==> config.mk <==
export PLATFORM = sky130hd
export DESIGN_NAME = prp_divider
export DESIGN_NICKNAME = d
export VERILOG_FILES = /design/src/rtl/prp_divider.sv
export VERILOG_INCLUDE_DIRS = /design/src /design/src/rtl
export SDC_FILE = /design/constraint.sdc
export NUM_CORES = 2
export LEC_CHECK = 0
export ABC_AREA = 1
export ABC_CLOCK_PERIOD_IN_PS = 2450
export BUFFER_PORTS_ARGS = -buffer_cell sky130_fd_sc_hd__buf_2
export CORE_UTILIZATION = 63
export CTS_BUF_LIST = sky130_fd_sc_hd__clkbuf_16
export DETAILED_ROUTE_END_ITERATION = 16
export PLACE_DENSITY = 0.79
export RECOVER_POWER = 25
export REMOVE_ABC_BUFFERS = 1
export SLEW_MARGIN = 20
export SYNTH_ARGS = -nofsm -noshare
export SYNTH_HDL_FRONTEND = slang
export SYNTH_SLANG_ARGS = --single-unit
==> constraint.sdc <==
create_clock -name clock -period 2.45 [get_ports clock]
set_clock_uncertainty 0.2 [all_clocks]
set_input_delay 0.49 -clock clock [delete_from_list [all_inputs] [get_ports clock]]
set_output_delay 0.49 -clock clock [all_outputs]
set_load 0.01 [all_outputs]
==> src/rtl/assert_macros.svh <==
// Assertion macros shared by the point rotate and project RTL.
// No dependencies; included inside module bodies.
`ifndef ASSERT_MACROS_SVH
`define ASSERT_MACROS_SVH

// Clocked check, disabled while reset is high.
`define PRP_ASSERT(lbl, clk, rst, prop) \
   lbl: assert property (@(posedge clk) disable iff (rst) prop) \
      else $error("%m: check failed");

// Clocked check that also holds during reset.
`define PRP_ASSERT_ALWAYS(lbl, clk, prop) \
   lbl: assert property (@(posedge clk) prop) \
      else $error("%m: check failed");

`endif

==> src/rtl/prp_divider.sv <==
// Pipelined restoring divider, one quotient bit per stage, with a sideband
// that travels alongside. Uses assert_macros.svh; no package dependency.
`default_nettype none

module prp_divider #(
   parameter int NW = 31,
   parameter int DW = 17,
   parameter int SW = 1
) (
   input  wire logic          clock,
   input  wire logic          reset,
   input  wire logic          in_valid,
   input  wire logic [NW-1:0] in_dividend,
   input  wire logic [DW-1:0] in_divisor,
   input  wire logic [SW-1:0] in_side,
   output logic               out_valid,
   output logic [NW-1:0]      out_quotient,
   output logic [SW-1:0]      out_side
);

   logic [NW-1:0] vld_ff;
   logic [DW-1:0] rem_ff  [NW];
   logic [NW-1:0] dq_ff   [NW];
   logic [DW-1:0] dvs_ff  [NW];
   logic [SW-1:0] side_ff [NW];

   for (genvar k = 0; k < NW; k++) begin : g_stage
      logic          vld_i;
      logic [DW-1:0] rem_i, dvs_i, rem_in;
      logic [NW-1:0] dq_i;
      logic [SW-1:0] side_i;
      logic [DW:0]   trial, diff;
      logic          ge;

      if (k == 0) begin : g_first
         assign vld_i  = in_valid;
         assign rem_i  = '0;
         assign dq_i   = in_dividend;
         assign dvs_i  = in_divisor;
         assign side_i = in_side;
      end else begin : g_next
         assign vld_i  = vld_ff[k-1];
         assign rem_i  = rem_ff[k-1];
         assign dq_i   = dq_ff[k-1];
         assign dvs_i  = dvs_ff[k-1];
         assign side_i = side_ff[k-1];
      end

      always_comb begin
         trial  = {rem_i, dq_i[NW-1]};
         diff   = trial - {1'b0, dvs_i};
         ge     = trial >= {1'b0, dvs_i};
         rem_in = ge ? diff[DW-1:0] : trial[DW-1:0];
      end

      always_ff @(posedge clock) begin
         if (reset) begin
            vld_ff[k] <= 1'b0;
         end else begin
            vld_ff[k] <= vld_i;
         end
      end

      always_ff @(posedge clock) begin
         rem_ff[k]  <= rem_in;
         dq_ff[k]   <= {dq_i[NW-2:0], ge};
         dvs_ff[k]  <= dvs_i;
         side_ff[k] <= side_i;
      end
   end

   assign out_valid    = vld_ff[NW-1];
   assign out_quotient = dq_ff[NW-1];
   assign out_side     = side_ff[NW-1];

`include "assert_macros.svh"

   `PRP_ASSERT(a_rem_below_divisor, clock, reset, out_valid |-> (rem_ff[NW-1] < dvs_ff[NW-1]))

endmodule

`default_nettype wire

# Word level (Yosys, flattened, before mapping)
# Memories as Yosys holds them, arrays and structs flattened.
# Index checks and enable logic that the tools add are counted.
# op_classes
n_addsub	31
n_mul	0
div	0
order_cmp	31
eq_ne	0
shift	0
n_mux	31
bitwise_logic	0
n_reduce_logical	0
# op_table
op	n
18-bit by 17-bit >= comparator with 1-bit output	30
17-bit two-way mux	31
17-bit subtractor	30
1-bit by 17-bit >= comparator with 1-bit output	1
1-bit by 17-bit subtractor with 17-bit output	1
# totals
register_bits	31
latch_bits	0
ramBits	2046
romBits	0
input_bits	52
out_inout_bits	33
wordCells	128
n_memories	4
# mem_list
memory	words	word_bits	read_ports	rd_clocked_by_memory_dff	write_ports	line	rtl
dq_ff	31	31	31	0	31	prp_divider.sv:23	logic [NW-1:0] dq_ff [NW];
dvs_ff	31	17	30	0	31	prp_divider.sv:24	logic [DW-1:0] dvs_ff [NW];
rem_ff	31	17	30	0	31	prp_divider.sv:22	logic [DW-1:0] rem_ff [NW];
side_ff	31	1	31	0	31	prp_divider.sv:25	logic [SW-1:0] side_ff [NW];

# Logic depth before layout (Yosys ltp)
# An unclocked memory read counts as a cell.
# depth
word_depth	3
mapped_depth	15

# Least setup slack after synthesis
# No wires, ideal clock.
# synth_timing
kind	flip-flop to flip-flop
startpoint	memory dq_ff[21][30], in the netlist dq_ff[1][185]
endpoint	memory rem_ff[22][3], in the netlist rem_ff[1][105]
setup_time_ns	0.112
t_arrival_ns	1.780
required_time_ns	2.138
slack_ns	0.358
path_stages_with_launch	16
n_path_buf	1
cell_sequence	dfxtp_1 inv_1 ha_1 inv_1 fa_1 nand2_1 nand2_1 nand3b_1 nand2_2 nand2_1 nand2_1 nand2_4 nand2_4 buf_6 nand2_1 nand2_1
# synth_rtl
item	line
from (decl)	prp_divider.sv:23
to (decl)	prp_divider.sv:22

==> impl_metrics.yaml <==
drt:
  drcViolationCount: 0
  wl_um: 197000
  drtAntennaViolNets: 0
  wl_per_cell_um: 15.2
  dr_total_vias: 64800
  via_per_inst: 4.99
  firstDrtPassIters: 6
  drt_iter0_drc: 5208
floorplanning:
  die_h_um: 366
  core_area_sq_um: 131000
  die-width_um: 366
  initial_core_util_pct: 63.5
  ios: 85
  core.rowCount: 133
  die_area_sq_um: 134000
global_routing:
  grt_use_total_pct: 29.0
  antenna_found_initial: 0
  grt_max_degree: 32
  grt_pass1_wl_um: 317000
  grt.overflow.total: 0
  grt_pass1_vias: 62600
place:
  dp_slack_ns: -0.0345
  dp_hpwl_um: 147000
  place_inst: 12500
  gp_congestion: 0.947
  port_buffers: 84
synthesis:
  ys_ff_latch: 2043
  synth_mux_area_share_pct: 0
  yosysMostFrequentCell: "nand2_1"
  synthXorXnorAreaFrac_pct: 2.15
  ys.flop_type: "dfxtp_1"
  synth.top_cells.by_count: "nand2_1 (3831), dfxtp_1 (2043), inv_1 (2014), nand3_1 (857), ha_1 (512)"
  synth_top_family_by_area: "simple AND/OR/NAND/NOR gates"
  synthCells: 10700
  synthAdderAreaFrac_pct: 8.37
  yosysSeqAreaShare_pct: 49.0
  synth_top_area_share_pct: 49.0
  synth-edff-count: 0
  synthArstFlopShare_pct: 0
  synth_compound_area_share_pct: 1.89
  ys_types: 37
  synthTopCellsByArea: "dfxtp_1 (49%), nand2_1 (17%), inv_1 (9.1%)"
  synth_area_sq_um: 83400
  synth_area_leader_cell: "dfxtp_1"
  syn_avg_cell_area_sq_um: 7.76
  yosys.area_share.simple_pct: 28.2
  yosys_warnings: 0
timing:
  setup_ws_ns: 0.0923
  max_freq_mhz: 424
  tns_ns: 0
  post-route-period-util_pct: 96.2
  tightest_slew_ns: 0.526
  final.min_clock_period_ns: 2.36
  drv_slew: 0
  slew_headroom_pct: 64.6
  setup_viol: 0
  hold_violations: 0
setup_path:
  critical_path.max_fanout: 8
  crit_path_start: "dq_ff[0][216]"
  r2r_end: "rem_ff[0][134]"
  r2r_slack_ns: 0.09
  arrival_ns: 2.93
  crit_type: "reg -> reg"
  r2r_cells: 14
  reg2reg_from: "dq_ff[0][216]"
  crit_required_ns: 3.02
  critPathCaptureType: "register"
  critPathLaunchType: "register"
finish:
  final_cells: 13000
  multiInputGateArea_sq_um: 34300
  fin_nets: 11700
  layout-drive-gt1-share_pct: 6.62
  diodes: 0
  area_growth_pct: 12.1
  fillers: 10400
  final_util_pct: 71.2
  register_area_sq_um: 40900
clock_tree:
  numCtsBuffers: 191
  cts_sinks: 2043
  cts_tree: "built"
  clockBufferDepth: 3
  cts_max_level: 4
  clk_pin_slew_ns: 0.07
  clk_latency_ns: 0.84
  cts-root-buf: "clkbuf_16"
status:
  status: "completed"
hold_path:
  hp-start: "dq_ff[0][369]"
  whs_endpoint: "dq_ff[0][401]"
  hold_class: "reg -> reg"
  hold_depth: 0
power:
  switching_share_pct: 37.2
  p_leak_nw: 51.9
  powerDensity_nw_per_um2: 1180
  power_switching_mw: 41.2
  p_int_mw: 69.4
  worst_ir_drop_vdd_mv: 0.874
  power.share.clock_pct: 27.3
  power_frac_seq_pct: 38.7
  pwr-share-comb_pct: 34.0
run:
  maxCapViolations: 0
==> how the worst max path moves through the flow <==
stage / depth (start not counted) / end
5_1_grt: 13 / rem_ff[1][120]
3_3_place_gp: 13 / rem_ff[1][50]
2_1_floorplan: 14 / rem_ff[1][111]
4_1_cts: 13 / rem_ff[0][251]
6_report: 14 / rem_ff[0][134]
3_5_place_dp: 11 / rem_ff[1][2]
==> worst max-delay path, stage by stage (launching register included) <==
cell,delay [ns]
dfxtp_1,0.34
inv_1,0.07
ha_1,0.14
inv_1,0.06
fa_1,0.42
nand2_1,0.08
nand2_1,0.08
nand3b_1,0.11
nand2_2,0.08
nand2_1,0.08
nand2_1,0.10
nand2_4,0.11
buf_4,0.17
nand3_1,0.12
nand2_1,0.12
==> layout make-up <==
class / instances / area share [%]
Sequential cell: 2043 / 43.7
Multi-Input combinational cell: 6554 / 36.6
Inverter: 2016 / 8.09
Clock buffer: 191 / 5.11
Tap cell: 1755 / 2.35
Timing Repair Buffer: 275 / 2.27
Clock inverter: 162 / 1.85
==> power groups by stage <==
stage                     combinational [mW]  clock [mW]  sequential, mW
final                                   37.6        30.2            42.8
after global routing                    42.8        32.1            43.2
after CTS                               36.4        30.7            42.8
after detailed placement                35.8           0            43.4
after global placement                  35.1           0            43.4
after floorplan                         27.7           0            41.5
==> placed cells by master, fill, tap and decap left out, types with 14 or more instances in the layout <==
cell / n
clkinv_2: 31
nand3b_1: 21
fa_2: 15
nor2_4: 29
bufinv_16: 24
nand4_1: 53
clkinvlp_4: 17
nand3_1: 856
nor4_4: 27
ha_1: 508
inv_1: 2037
nor2_1: 425
and3_1: 27
or2_1: 28
inv_6: 14
nand2_4: 30
a21oi_1: 270
and2_1: 43
xor2_1: 177
nor3_1: 35
buf_2: 83
fa_1: 14
buf_4: 119
dlygate4sd3_1: 52
clkbuf_16: 192
dfxtp_1: 2035
xnor2_1: 28
clkinv_1: 33
nand2_8: 28
nand2_1: 3823
nand2_2: 54
==> state kept, by name (all words and copies together) (netlist names) <==
signal         count
dq_ff            961
dvs_ff           510
g_stage.vld_i     30
out_valid          1
rem_ff           510
side_ff           31
==> through the flow <==
step	hold WS [ns]	power (mW)	area, sq um
after global routing	0.0612	118	93600
after global placement	0.110	78.5	85700
after detailed placement	0.112	79.2	85700
after floorplan	0.110	69.2	82400
after CTS	0.0335	110	92700
final	0.0725	111	93600
==> per-layer routing <==
layer,routed length (um),GRT usage [%],up-vias
met2,92300,48.8,1957
met3,10400,3.78,487
met4,7740,11.5,0
li1,-,-,33200
met1,86900,37.6,29200
met5,0,0,-
==> cell families after synthesis <==
group | after synthesis
xor gates and xnor gates | 205
buffers and inverters | 2151
AOI/OAI and AO/OA | 299
adders and majority gates | 541
and+or+nand+nor | 5508
DFF | 2043
==> repair_timing <==
item | in CTS | in global routing
hold endpoints to repair | 97 | 0
gates cloned | 0 | 2
buffers inserted | 2 | 52
hold buffers | 52 | 0
gates resized for setup | 3 | 82
pin swaps | 1 | 17
endpoints found under the setup margin | 20 | 399
Power figures use the tool's default switching activity.
